==> src/rtl/stok_pkg.sv <==
// Shared types, constants and helpers for the script tokenizer.
package stok_pkg;

    localparam int MAX_TOKEN  = 1024;
    localparam int LINE_BITS  = 16;
    localparam int LEN_BITS   = $clog2(MAX_TOKEN);
    localparam int FIFO_DEPTH = 4;
    localparam int PTR_BITS   = $clog2(FIFO_DEPTH);
    localparam int CNT_BITS   = $clog2(FIFO_DEPTH + 1);

    localparam logic [LEN_BITS-1:0]  LEN_LIMIT = LEN_BITS'(MAX_TOKEN - 1);
    localparam logic [LINE_BITS-1:0] LINE_MAX  = '1;
    localparam logic [LINE_BITS-1:0] LINE_ONE  = LINE_BITS'(1);

    localparam logic [7:0] CH_EOD   = 8'h00;
    localparam logic [7:0] CH_NL    = 8'h0A;
    localparam logic [7:0] CH_SPACE = 8'h20;
    localparam logic [7:0] CH_QUOTE = 8'h22;
    localparam logic [7:0] CH_SLASH = 8'h2F;

    localparam logic [1:0] ST_DATA      = 2'd0;
    localparam logic [1:0] ST_TOO_LONG  = 2'd1;
    localparam logic [1:0] ST_QUOTE_EOD = 2'd2;
    localparam logic [1:0] ST_END       = 2'd3;

    typedef enum logic [4:0] {
        MODE_BETWEEN = 5'b00001,
        MODE_PLAIN   = 5'b00010,
        MODE_COMMENT = 5'b00100,
        MODE_QUOTED  = 5'b01000,
        MODE_DISCARD = 5'b10000
    } scan_mode_t;

    typedef struct packed {
        logic [1:0]  status;
        logic        crossed_line;
        logic [15:0] start_line;
        logic        token_last;
        logic        token_first;
        logic        has_byte;
        logic [7:0]  out_byte;
    } out_item_t;

    // Line number as reported, saturating at 16 bits.
    function automatic logic [15:0] sat_line(input logic [LINE_BITS-1:0] line);
        logic [31:0] wide;
        wide = 32'(line);
        return (wide > 32'h0000_FFFF) ? 16'hFFFF : wide[15:0];
    endfunction

    function automatic out_item_t mk_item(
        input logic [7:0]           byte_val,
        input logic                 has,
        input logic                 first,
        input logic                 last,
        input logic [LINE_BITS-1:0] line,
        input logic                 crossed,
        input logic [1:0]           status
    );
        out_item_t item;
        item.out_byte     = has ? byte_val : 8'h00;
        item.has_byte     = has;
        item.token_first  = first;
        item.token_last   = last;
        item.start_line   = sat_line(line);
        item.crossed_line = crossed;
        item.status       = status;
        return item;
    endfunction

endpackage

==> src/rtl/script_tokenizer_unit.sv <==
// Script tokenizer: splits a byte stream into tokens with line tracking.
//
// Input channel s_axis: one script byte per request in tdata[7:0]; byte 0 ends
// the stream. Output channel m_axis: one result per request; tdata carries the
// token byte and the start line, tuser the has-byte, first, crossed-line and
// status flags, tlast marks the last result of a token.
// A byte is taken into the input register and, once the result queue has room,
// scanned into that queue; its results are then visible on m_axis.
// Throughput is one byte per cycle while the queue has room; a byte that yields
// two results (a token ended by byte 0 or cut short by an error) puts both into
// a four-entry result queue, which the single result port drains one at a time.
// Scanning stops while the queue holds more than two results, so a stalled
// receiver backs up into s_axis_tready without losing anything.
// Reset, and the end of every stream, return the scanner to between tokens
// with the line count at one; no clearing pass is needed.
module script_tokenizer_unit (
    input  logic        clk,
    input  logic        rst_n,
    input  logic        s_axis_tvalid,
    output logic        s_axis_tready,
    input  logic [7:0]  s_axis_tdata,   // [7:0] data_byte
    output logic        m_axis_tvalid,
    input  logic        m_axis_tready,
    output logic [23:0] m_axis_tdata,   // [7:0] out_byte, [23:8] start_line
    output logic        m_axis_tlast,
    output logic [4:0]  m_axis_tuser    // [0] has_byte, [1] token_first,
                                        // [2] crossed_line, [4:3] status
);
    import stok_pkg::*;

    // input register
    logic                  in_valid_reg;
    logic [7:0]            in_byte_reg;

    // scanner state
    scan_mode_t            mode_reg, mode_next;
    logic [7:0]            held_byte_reg, held_byte_next;
    logic                  held_valid_reg, held_valid_next;
    logic                  maybe_comment_reg, maybe_comment_next;
    logic [LEN_BITS-1:0]   token_len_reg, token_len_next;
    logic [LINE_BITS-1:0]  line_count_reg, line_count_next;
    logic [LINE_BITS-1:0]  token_line_reg, token_line_next;
    logic                  newline_seen_reg, newline_seen_next;
    logic                  first_pending_reg, first_pending_next;

    // result queue
    out_item_t             fifo_mem_reg [FIFO_DEPTH];
    logic [PTR_BITS-1:0]   wr_ptr_reg, rd_ptr_reg;
    logic [CNT_BITS-1:0]   count_reg;

    logic                  step_fire;
    logic                  pop;
    out_item_t             res0, res1;
    logic [1:0]            step_cnt;

    assign step_fire     = in_valid_reg && (count_reg <= CNT_BITS'(FIFO_DEPTH - 2));
    assign s_axis_tready = !in_valid_reg || step_fire;
    assign pop           = m_axis_tvalid && m_axis_tready;

    always_ff @(posedge clk or negedge rst_n)
    begin
        if (!rst_n)
        begin
            in_valid_reg <= 1'b0;
        end
        else if (s_axis_tready)
        begin
            in_valid_reg <= s_axis_tvalid;
        end
    end

    always_ff @(posedge clk)
    begin
        if (s_axis_tready && s_axis_tvalid)
        begin
            in_byte_reg <= s_axis_tdata;
        end
    end

    always_comb
    begin
        logic [7:0] b;
        logic       is_sep;
        logic       do_reset;
        out_item_t  send_mid;
        out_item_t  send_end;

        b        = in_byte_reg;
        is_sep   = (b <= CH_SPACE);
        do_reset = 1'b0;

        mode_next          = mode_reg;
        held_byte_next     = held_byte_reg;
        held_valid_next    = held_valid_reg;
        maybe_comment_next = maybe_comment_reg;
        token_len_next     = token_len_reg;
        line_count_next    = line_count_reg;
        token_line_next    = token_line_reg;
        newline_seen_next  = newline_seen_reg;
        first_pending_next = first_pending_reg;
        res0               = '0;
        res1               = '0;
        step_cnt           = 2'd0;

        // held byte (or empty token) sent as token data
        send_mid = mk_item(held_byte_reg, held_valid_reg, first_pending_reg, 1'b0,
                           token_line_reg, first_pending_reg && newline_seen_reg, ST_DATA);
        send_end = send_mid;
        send_end.token_last = 1'b1;

        unique case (mode_reg)
            MODE_PLAIN:
            begin
                maybe_comment_next = 1'b0;
                if (maybe_comment_reg && b == CH_SLASH)
                begin
                    held_valid_next    = 1'b0;
                    first_pending_next = 1'b0;
                    newline_seen_next  = 1'b1;
                    mode_next          = MODE_COMMENT;
                end
                else if (is_sep)
                begin
                    res0            = send_end;
                    step_cnt        = 2'd1;
                    held_valid_next = 1'b0;
                    if (first_pending_reg)
                    begin
                        newline_seen_next  = 1'b0;
                        first_pending_next = 1'b0;
                    end
                    mode_next = MODE_BETWEEN;
                    if (b == CH_EOD)
                    begin
                        res1     = mk_item(8'h00, 1'b0, 1'b0, 1'b0, line_count_reg,
                                           1'b0, ST_END);
                        step_cnt = 2'd2;
                        do_reset = 1'b1;
                    end
                    else if (b == CH_NL)
                    begin
                        if (line_count_reg != LINE_MAX)
                        begin
                            line_count_next = line_count_reg + LINE_ONE;
                        end
                        newline_seen_next = 1'b1;
                    end
                end
                else if (token_len_reg >= LEN_LIMIT)
                begin
                    // plain tokens always hold a byte here
                    res0               = send_mid;
                    res1               = mk_item(8'h00, 1'b0, 1'b0, 1'b1, token_line_reg,
                                                 1'b0, ST_TOO_LONG);
                    step_cnt           = 2'd2;
                    held_valid_next    = 1'b0;
                    first_pending_next = 1'b0;
                    if (first_pending_reg)
                    begin
                        newline_seen_next = 1'b0;
                    end
                    mode_next = MODE_DISCARD;
                end
                else
                begin
                    token_len_next  = token_len_reg + LEN_BITS'(1);
                    res0            = send_mid;
                    step_cnt        = {1'b0, held_valid_reg};
                    if (held_valid_reg && first_pending_reg)
                    begin
                        newline_seen_next  = 1'b0;
                        first_pending_next = 1'b0;
                    end
                    held_byte_next  = b;
                    held_valid_next = 1'b1;
                end
            end
            MODE_QUOTED:
            begin
                if (b == CH_EOD)
                begin
                    if (held_valid_reg)
                    begin
                        res0     = send_mid;
                        res1     = mk_item(8'h00, 1'b0, 1'b0, 1'b1, token_line_reg,
                                           1'b0, ST_QUOTE_EOD);
                        step_cnt = 2'd2;
                    end
                    else
                    begin
                        res0     = mk_item(8'h00, 1'b0, 1'b0, 1'b1, token_line_reg,
                                           1'b0, ST_QUOTE_EOD);
                        step_cnt = 2'd1;
                    end
                    do_reset = 1'b1;
                end
                else if (b == CH_QUOTE)
                begin
                    res0            = send_end;
                    step_cnt        = 2'd1;
                    held_valid_next = 1'b0;
                    if (first_pending_reg)
                    begin
                        newline_seen_next  = 1'b0;
                        first_pending_next = 1'b0;
                    end
                    mode_next = MODE_BETWEEN;
                end
                else
                begin
                    if (b == CH_NL && line_count_reg != LINE_MAX)
                    begin
                        line_count_next = line_count_reg + LINE_ONE;
                    end
                    if (held_valid_reg && first_pending_reg)
                    begin
                        newline_seen_next  = 1'b0;
                        first_pending_next = 1'b0;
                    end
                    if (token_len_reg >= LEN_LIMIT)
                    begin
                        if (held_valid_reg)
                        begin
                            res0     = send_mid;
                            res1     = mk_item(8'h00, 1'b0, 1'b0, 1'b1, token_line_reg,
                                               1'b0, ST_TOO_LONG);
                            step_cnt = 2'd2;
                        end
                        else
                        begin
                            res0     = mk_item(8'h00, 1'b0, 1'b0, 1'b1, token_line_reg,
                                               1'b0, ST_TOO_LONG);
                            step_cnt = 2'd1;
                        end
                        held_valid_next    = 1'b0;
                        maybe_comment_next = 1'b0;
                        mode_next          = MODE_DISCARD;
                    end
                    else
                    begin
                        token_len_next  = token_len_reg + LEN_BITS'(1);
                        res0            = send_mid;
                        step_cnt        = {1'b0, held_valid_reg};
                        held_byte_next  = b;
                        held_valid_next = 1'b1;
                    end
                end
            end
            MODE_COMMENT:
            begin
                if (b == CH_EOD)
                begin
                    res0     = mk_item(8'h00, 1'b0, 1'b0, 1'b0, line_count_reg, 1'b0, ST_END);
                    step_cnt = 2'd1;
                    do_reset = 1'b1;
                end
                else if (b == CH_NL)
                begin
                    if (line_count_reg != LINE_MAX)
                    begin
                        line_count_next = line_count_reg + LINE_ONE;
                    end
                    newline_seen_next = 1'b1;
                    mode_next         = MODE_BETWEEN;
                end
            end
            MODE_DISCARD:
            begin
                if (b == CH_EOD)
                begin
                    res0     = mk_item(8'h00, 1'b0, 1'b0, 1'b0, line_count_reg, 1'b0, ST_END);
                    step_cnt = 2'd1;
                    do_reset = 1'b1;
                end
            end
            default:
            begin
                // between tokens; stray codes land here too
                mode_next = MODE_BETWEEN;
                if (is_sep)
                begin
                    if (b == CH_EOD)
                    begin
                        res0     = mk_item(8'h00, 1'b0, 1'b0, 1'b0, line_count_reg,
                                           1'b0, ST_END);
                        step_cnt = 2'd1;
                        do_reset = 1'b1;
                    end
                    else if (b == CH_NL)
                    begin
                        if (line_count_reg != LINE_MAX)
                        begin
                            line_count_next = line_count_reg + LINE_ONE;
                        end
                        newline_seen_next = 1'b1;
                    end
                end
                else
                begin
                    token_line_next    = line_count_reg;
                    first_pending_next = 1'b1;
                    if (b == CH_QUOTE)
                    begin
                        held_valid_next    = 1'b0;
                        token_len_next     = '0;
                        maybe_comment_next = 1'b0;
                        mode_next          = MODE_QUOTED;
                    end
                    else
                    begin
                        held_byte_next     = b;
                        held_valid_next    = 1'b1;
                        token_len_next     = LEN_BITS'(1);
                        maybe_comment_next = (b == CH_SLASH);
                        mode_next          = MODE_PLAIN;
                    end
                end
            end
        endcase

        if (do_reset)
        begin
            mode_next          = MODE_BETWEEN;
            held_byte_next     = 8'h00;
            held_valid_next    = 1'b0;
            maybe_comment_next = 1'b0;
            token_len_next     = '0;
            line_count_next    = LINE_ONE;
            token_line_next    = LINE_ONE;
            newline_seen_next  = 1'b0;
            first_pending_next = 1'b0;
        end
    end

    always_ff @(posedge clk or negedge rst_n)
    begin
        if (!rst_n)
        begin
            mode_reg          <= MODE_BETWEEN;
            held_byte_reg     <= 8'h00;
            held_valid_reg    <= 1'b0;
            maybe_comment_reg <= 1'b0;
            token_len_reg     <= '0;
            line_count_reg    <= LINE_ONE;
            token_line_reg    <= LINE_ONE;
            newline_seen_reg  <= 1'b0;
            first_pending_reg <= 1'b0;
        end
        else if (step_fire)
        begin
            mode_reg          <= mode_next;
            held_byte_reg     <= held_byte_next;
            held_valid_reg    <= held_valid_next;
            maybe_comment_reg <= maybe_comment_next;
            token_len_reg     <= token_len_next;
            line_count_reg    <= line_count_next;
            token_line_reg    <= token_line_next;
            newline_seen_reg  <= newline_seen_next;
            first_pending_reg <= first_pending_next;
        end
    end

    // result queue: up to two writes, one read per cycle
    always_ff @(posedge clk)
    begin
        if (step_fire && step_cnt != 2'd0)
        begin
            fifo_mem_reg[wr_ptr_reg] <= res0;
        end
        if (step_fire && step_cnt == 2'd2)
        begin
            fifo_mem_reg[wr_ptr_reg + PTR_BITS'(1)] <= res1;
        end
    end

    always_ff @(posedge clk or negedge rst_n)
    begin
        if (!rst_n)
        begin
            wr_ptr_reg <= '0;
            rd_ptr_reg <= '0;
            count_reg  <= '0;
        end
        else
        begin
            if (step_fire)
            begin
                wr_ptr_reg <= wr_ptr_reg + PTR_BITS'(step_cnt);
            end
            if (pop)
            begin
                rd_ptr_reg <= rd_ptr_reg + PTR_BITS'(1);
            end
            count_reg <= count_reg + (step_fire ? CNT_BITS'(step_cnt) : '0)
                         - CNT_BITS'(pop);
        end
    end

    out_item_t head;
    assign head          = fifo_mem_reg[rd_ptr_reg];
    assign m_axis_tvalid = (count_reg != '0);
    assign m_axis_tdata  = {head.start_line, head.out_byte};
    assign m_axis_tlast  = head.token_last;
    assign m_axis_tuser  = {head.status, head.crossed_line, head.token_first, head.has_byte};

`ifndef SYNTHESIS
    a_held_in_token: assert property (@(posedge clk) disable iff (!rst_n)
        held_valid_reg |-> (mode_reg == MODE_PLAIN || mode_reg == MODE_QUOTED))
        else $error("held byte outside a token");

    a_plain_holds: assert property (@(posedge clk) disable iff (!rst_n)
        (mode_reg == MODE_PLAIN) |-> held_valid_reg)
        else $error("plain token without a held byte");

    a_slash_plain: assert property (@(posedge clk) disable iff (!rst_n)
        maybe_comment_reg |-> (mode_reg == MODE_PLAIN))
        else $error("comment lookahead outside a plain token");

    a_queue_bound: assert property (@(posedge clk) disable iff (!rst_n)
        step_fire |=> (count_reg <= CNT_BITS'(FIFO_DEPTH)))
        else $error("result queue overflow");
`endif

endmodule
==> config.mk <==
export PLATFORM = sky130hd
export DESIGN_NAME = script_tokenizer_unit
export DESIGN_NICKNAME = d
export VERILOG_FILES = /design/src/rtl/stok_pkg.sv /design/src/rtl/script_tokenizer_unit.sv
export SDC_FILE = /design/constraint.sdc
export NUM_CORES = 1
export LEC_CHECK = 0
export ABC_AREA = 1
export BUFFER_PORTS_ARGS = -buffer_cell sky130_fd_sc_hd__buf_2
export CORE_MARGIN = 5
export CORE_UTILIZATION = 55
export DETAILED_ROUTE_END_ITERATION = 8
export PLACE_DENSITY = 0.77
export SLEW_MARGIN = 0
export SYNTH_ARGS = -nofsm -noshare
export SYNTH_HDL_FRONTEND = slang
export SYNTH_SLANG_ARGS = --single-unit
==> constraint.sdc <==
create_clock -name clk -period 4.4 [get_ports clk]
set_clock_uncertainty 0.15 [all_clocks]
set_input_delay 0.88 -clock clk [delete_from_list [all_inputs] [get_ports clk]]
set_output_delay 0.88 -clock clk [all_outputs]
set_load 0.005 [all_outputs]
Word level (Yosys, flattened, before mapping) --
Memories as Yosys holds them, arrays and structs flattened. Cells that the tools add are included.
Cells by class: add/sub/neg operators 7, order comparisons 3, eq/ne operators 24, mux-type cells 121, reduce and logical (&&, ||, !) cells 26
Operators with widths (count):
- two-way mux 30 bit | 8
- two-way mux 29 bit | 7
- two-way mux 16 bit | 12
- one-hot mux 30 bit (3 select lines) | 1
- two-way mux 8 bit | 9
- two-way mux 10 bit | 7
- one-hot mux 16 bit (4 select lines) | 1
- one-hot mux 30 bit (2 select lines) | 1
- two-way mux 1 bit | 44
- two-way mux 5 bit | 8
- one-hot mux 10 bit (3 select lines) | 1
- two-way mux 28 bit | 1
- != test 3 bit, second input constant | 8
- one-hot mux 8 bit (3 select lines) | 1
- two-way mux 2 bit | 10
- one-hot mux 5 bit (4 select lines) | 1
- adder 16 x 1 -> 16 bit, second input constant | 1
- equality test 8 x 6 -> 1 bit, second input constant | 2
- != test 16 bit, second input constant | 1
- AND reduction 6 bit | 2
- two-way mux 11 bit | 1
- adder 10 x 1 -> 10 bit, second input constant | 1
- greater-or-equal comparator 10 bit, second input constant | 1
- logical AND 1 bit | 9
- 35 further kinds | 43
Storage, ports and cells: register bits after elaboration 75, bits in writable memories 120, input port bits 12, memories 1
Memory list:
- fifo_mem_reg | words 4, bits a word 30, read ports 1, clocked after memory_dff 0, write ports 2, line script_tokenizer_unit.sv:47 | out_item_t fifo_mem_reg [FIFO_DEPTH];

Logic depth before layout (Yosys ltp) --
word-level depth 9, depth in mapped cells 16

Worst setup path before layout --
OpenSTA, ideal clock, no wires.
kind flip-flop to flip-flop, from register token_len_reg[0], to memory fifo_mem_reg[2][10] in the netlist's numbering, enable pin, library setup time 0.376 ns, arrival 2.524 ns, data required time 3.874 ns, path slack 1.350 ns, stages on the path, launching flop included 14, path buffers 1, period minus slack after synthesis 3.050 ns, path through dfrtp_1 -> ha_1 -> nand2_1 -> nor2_2 -> nand3b_2 -> inv_1 -> ha_1 -> nand3_1 -> nand2_1 -> nand2_1 -> o21bai_4 -> nand3_2 -> buf_2 -> nand2_1
RTL lines:
- start: declaration | line script_tokenizer_unit.sv:40 | logic [LEN_BITS-1:0] token_len_reg, token_len_next;
- start signal: assignment | line script_tokenizer_unit.sv:355 | token_len_reg <= token_len_next;
- end: declaration | line script_tokenizer_unit.sv:47

Worst setup path in the final report --
from register rd_ptr_reg[0], to output port m_axis_tuser[2]
Between the ends: longest elaborated chain between the ends 1
Ends and longest elaborated chain:
- start: declaration | line script_tokenizer_unit.sv:48 | logic [PTR_BITS-1:0] wr_ptr_reg, rd_ptr_reg;
- start signal: assignment | line script_tokenizer_unit.sv:392 | rd_ptr_reg <= rd_ptr_reg + PTR_BITS'(1);
- memory read (4 x 30 bit)
- end: declaration | line script_tokenizer_unit.sv:26 | output logic [4:0] m_axis_tuser
No other way between the ends.

==> metrics.csv <==
stage;metric;value;unit
status;outcome;finished, final reports clean;
route;DRT Pass-1 Iters;7;
clock_tree;CTS H-tree lvls;4;
yosys;Cell Area, Synth;11100;um^2
place;GP Congestion;0.947;
place;Port Buffers;43;
critical_path;CP Capture Type;output pin;
route;total vias in the final route;10100;
timing;Worst-Margin Slew;0.896;ns
cells_and_area;post-route core utilization;59.7;%
cells_and_area;n_diodes;0;
yosys;largest area contributor in the netlist;edfxtp_1;
place;post-DP HPWL;19.2;mm
global_route;initial antenna violation count;0;
global_route;total track usage;24.6;%
timing;min cycle time layout;3.61;ns
clock_tree;cts repair resizes;0;
global_route;vias in the first global route;9219;
timing;final hold vios;0;
critical_path;CP startpoint kind;flip-flop;
yosys;FFs w/ async S/R, synth;34.4;%
timing;f_max;277;MHz
global_route;first-pass GRT wire length;47.3;mm
critical_path;cell depth of the worst flop-to-flop path;13;
route;First DRT Iteration DRCs;1240;
critical_path;Crit Path Max Fanout;33;
cells_and_area;share of cells above drive strength 1;10.1;%
critical_path;CP arrival;2.58;ns
power;Tot Pwr;7270;uW
yosys;syn_nets;1488;
cells_and_area;Post-Layout Cell Count;1741;
die;die width;152;um
timing;Max-slew headroom;39.9;%
yosys;post-synthesis cell count;1466;
die;Rows;52;
clock_tree;clk_lat worst skew;0.44;ns
cells_and_area;area grow syn2layout;7.82;%
power;LEAKAGE;0.00522;uW
cells_and_area;Multi-input gate area;5050;um^2
cells_and_area;# nets final;1480;
cells_and_area;flip-flop count of the largest register after layout;120;
route;antenna-violating nets left;0;
yosys;ranking of synthesized cells by area;edfxtp_1 23%, dfrtp_1 14%, dfxtp_1 7.9%;
timing;Tcrit/Tclk final;82.1;%
timing;Slew Limit Fails;0;
cells_and_area;Reg area;5080;um^2
yosys;Yosys reg bits;195;
route;Remaining DRCs;0;
die;core area;20000;um^2
die;die height;152;um
yosys;share of the yosys chip area belonging to registers;45.8;%
timing;final setup fails;0;
timing;setup TNS;0;ns
global_route;largest net degree at the start of global routing;70;
route;vias per inst;5.82;
clock_tree;CTS Sinks;195;
clock_tree;Clock Tree Buf Depth;2;
clock_tree;CTS clk-pin slew, worst paths;0.07;ns
clock_tree;CTS tree;yes;
route;routed length per instance;16.5;um
critical_path;Worst EP required;3.37;ns
yosys;Post-Syn Area per Cell;7.57;um^2
job;Max Cap Viol;0;
cells_and_area;most frequent cells in the layout;233 x nand2_1, 219 x nor2_1, 172 x o21ai_0;
critical_path;Setup CP Type;flip-flop to output pin;
die;Top Ports;44;
clock_tree;hold_buf cts;0;
die;initial core utilization;55.4;%
yosys;Primary FF master, synth;edfxtp_1;
die;die area;23100;um^2
yosys;YS warnings;0;
timing;unrepaired setup endpoints after global routing;false;
cells_and_area;design area;12000;um^2
power;Cell Pwr Density;607;nW/um^2
clock_tree;Root Driver;clkbuf_16;
place;placed cells;1709;
clock_tree;number of buffers created by CTS;17;
route;Routed WL;28.8;mm
cells_and_area;commonest non-fill, non-tap cell in the layout;nand2_1;
power;VDD IR-drop max;0.000408;V
hold_path;Hold Path Class;input port to async pin;
place;Area after DPL;11400;um^2
global_route;total congestion overflow;0;
clock_tree;post-CTS setup buffer count;0;
yosys;Post-synth EDFFs;84;
yosys;Unique masters post-synth;49;
cells_and_area;Fill cells;1834;
yosys;top cell type's share of synthesized area;22.7;%
-- synth_stat cells (21+ instances only) --
master and n:
o22ai_1 30, dfrtp_1 64, o21ai_1 35, dfxtp_1 44
nand3_1 161, nor2_1 221, o21ai_0 172, buf_2 24
edfxtp_1 84, a21oi_1 98, nand2_1 233, clkbuf_1 47
inv_1 117, nand4_1 21
-- per-layer routing --
layer / wire length [um] / part of all wire, % / track usage [%]
met2: 13300 / 46 / 39.5
met3: 2510 / 8.7 / 3.81
met4: 640 / 2.2 / 7.32
met1: 12400 / 43 / 34.8
met5: 0 / 0 / 0
-- worst paths after layout --
path / from / end / slack, ns
worst max register to register: token_len_reg[0] / fifo_mem_reg[0][13] / 0.85
min in group clk: fifo_mem_reg[1][0] / fifo_mem_reg[1][0] / 0.33
worst max-delay path: rd_ptr_reg[0] / m_axis_tuser[2] / 0.79
worst min-delay path: rst_n / token_line_reg[8] / 0.20
worst min register to register: fifo_mem_reg[1][0] / fifo_mem_reg[1][0] / 0.33
max in group asynchronous: rst_n / held_byte_reg[4] / 2.87
-- where the power goes --
group | switching, uW | leakage [uW] | internal [uW]
Clock | 769 | 0.000292 | 793
Sequential | 240 | 0.00206 | 2360
Combinational | 2160 | 0.00287 | 948
Total | 3170 | 0.00522 | 4100
-- critical path: stages (launching register included) --
cell      delay (ns)
dfrtp_1         0.35
clkinv_1        0.70
buf_4           0.54
o21ai_0         0.19
a21oi_1         0.08
a21oi_1         0.15
buf_2           0.14
-- kinds of logic (layout without fill, tap and decap cells) --
kind of cell	after synthesis	after routing	share of synthesized area, %
flip-flops	195	195	45.8
buffers and inverters	225	230	8.75
AO/OA/AOI/OAI	349	349	16.5
adder cells (fa/ha/maj)	10	10	1.20
AND/OR/NAND/NOR	675	675	26.8
XOR/XNOR	12	12	0.947
-- through the flow --
| step | setup slack, ns | hold slack (ns) |
|---|---|---|
| after floorplan | 1.35 | 0.296 |
| after detailed placement | 0.884 | 0.312 |
| after global placement | 0.984 | 0.306 |
| after CTS | 0.806 | 0.198 |
| after global routing | 0.540 | 0.226 |
| final | 0.787 | 0.198 |
-- area by class of cell --
cell class,count,area share (%)
tap,270,2.82
timing repair buffer,66,3.35
clock inverter,13,1.12
multi-input combinational,1046,42.2
sequential,195,42.5
clock buffer,19,3.80
inverter,132,4.16
(Power assumes the default switching activity.)
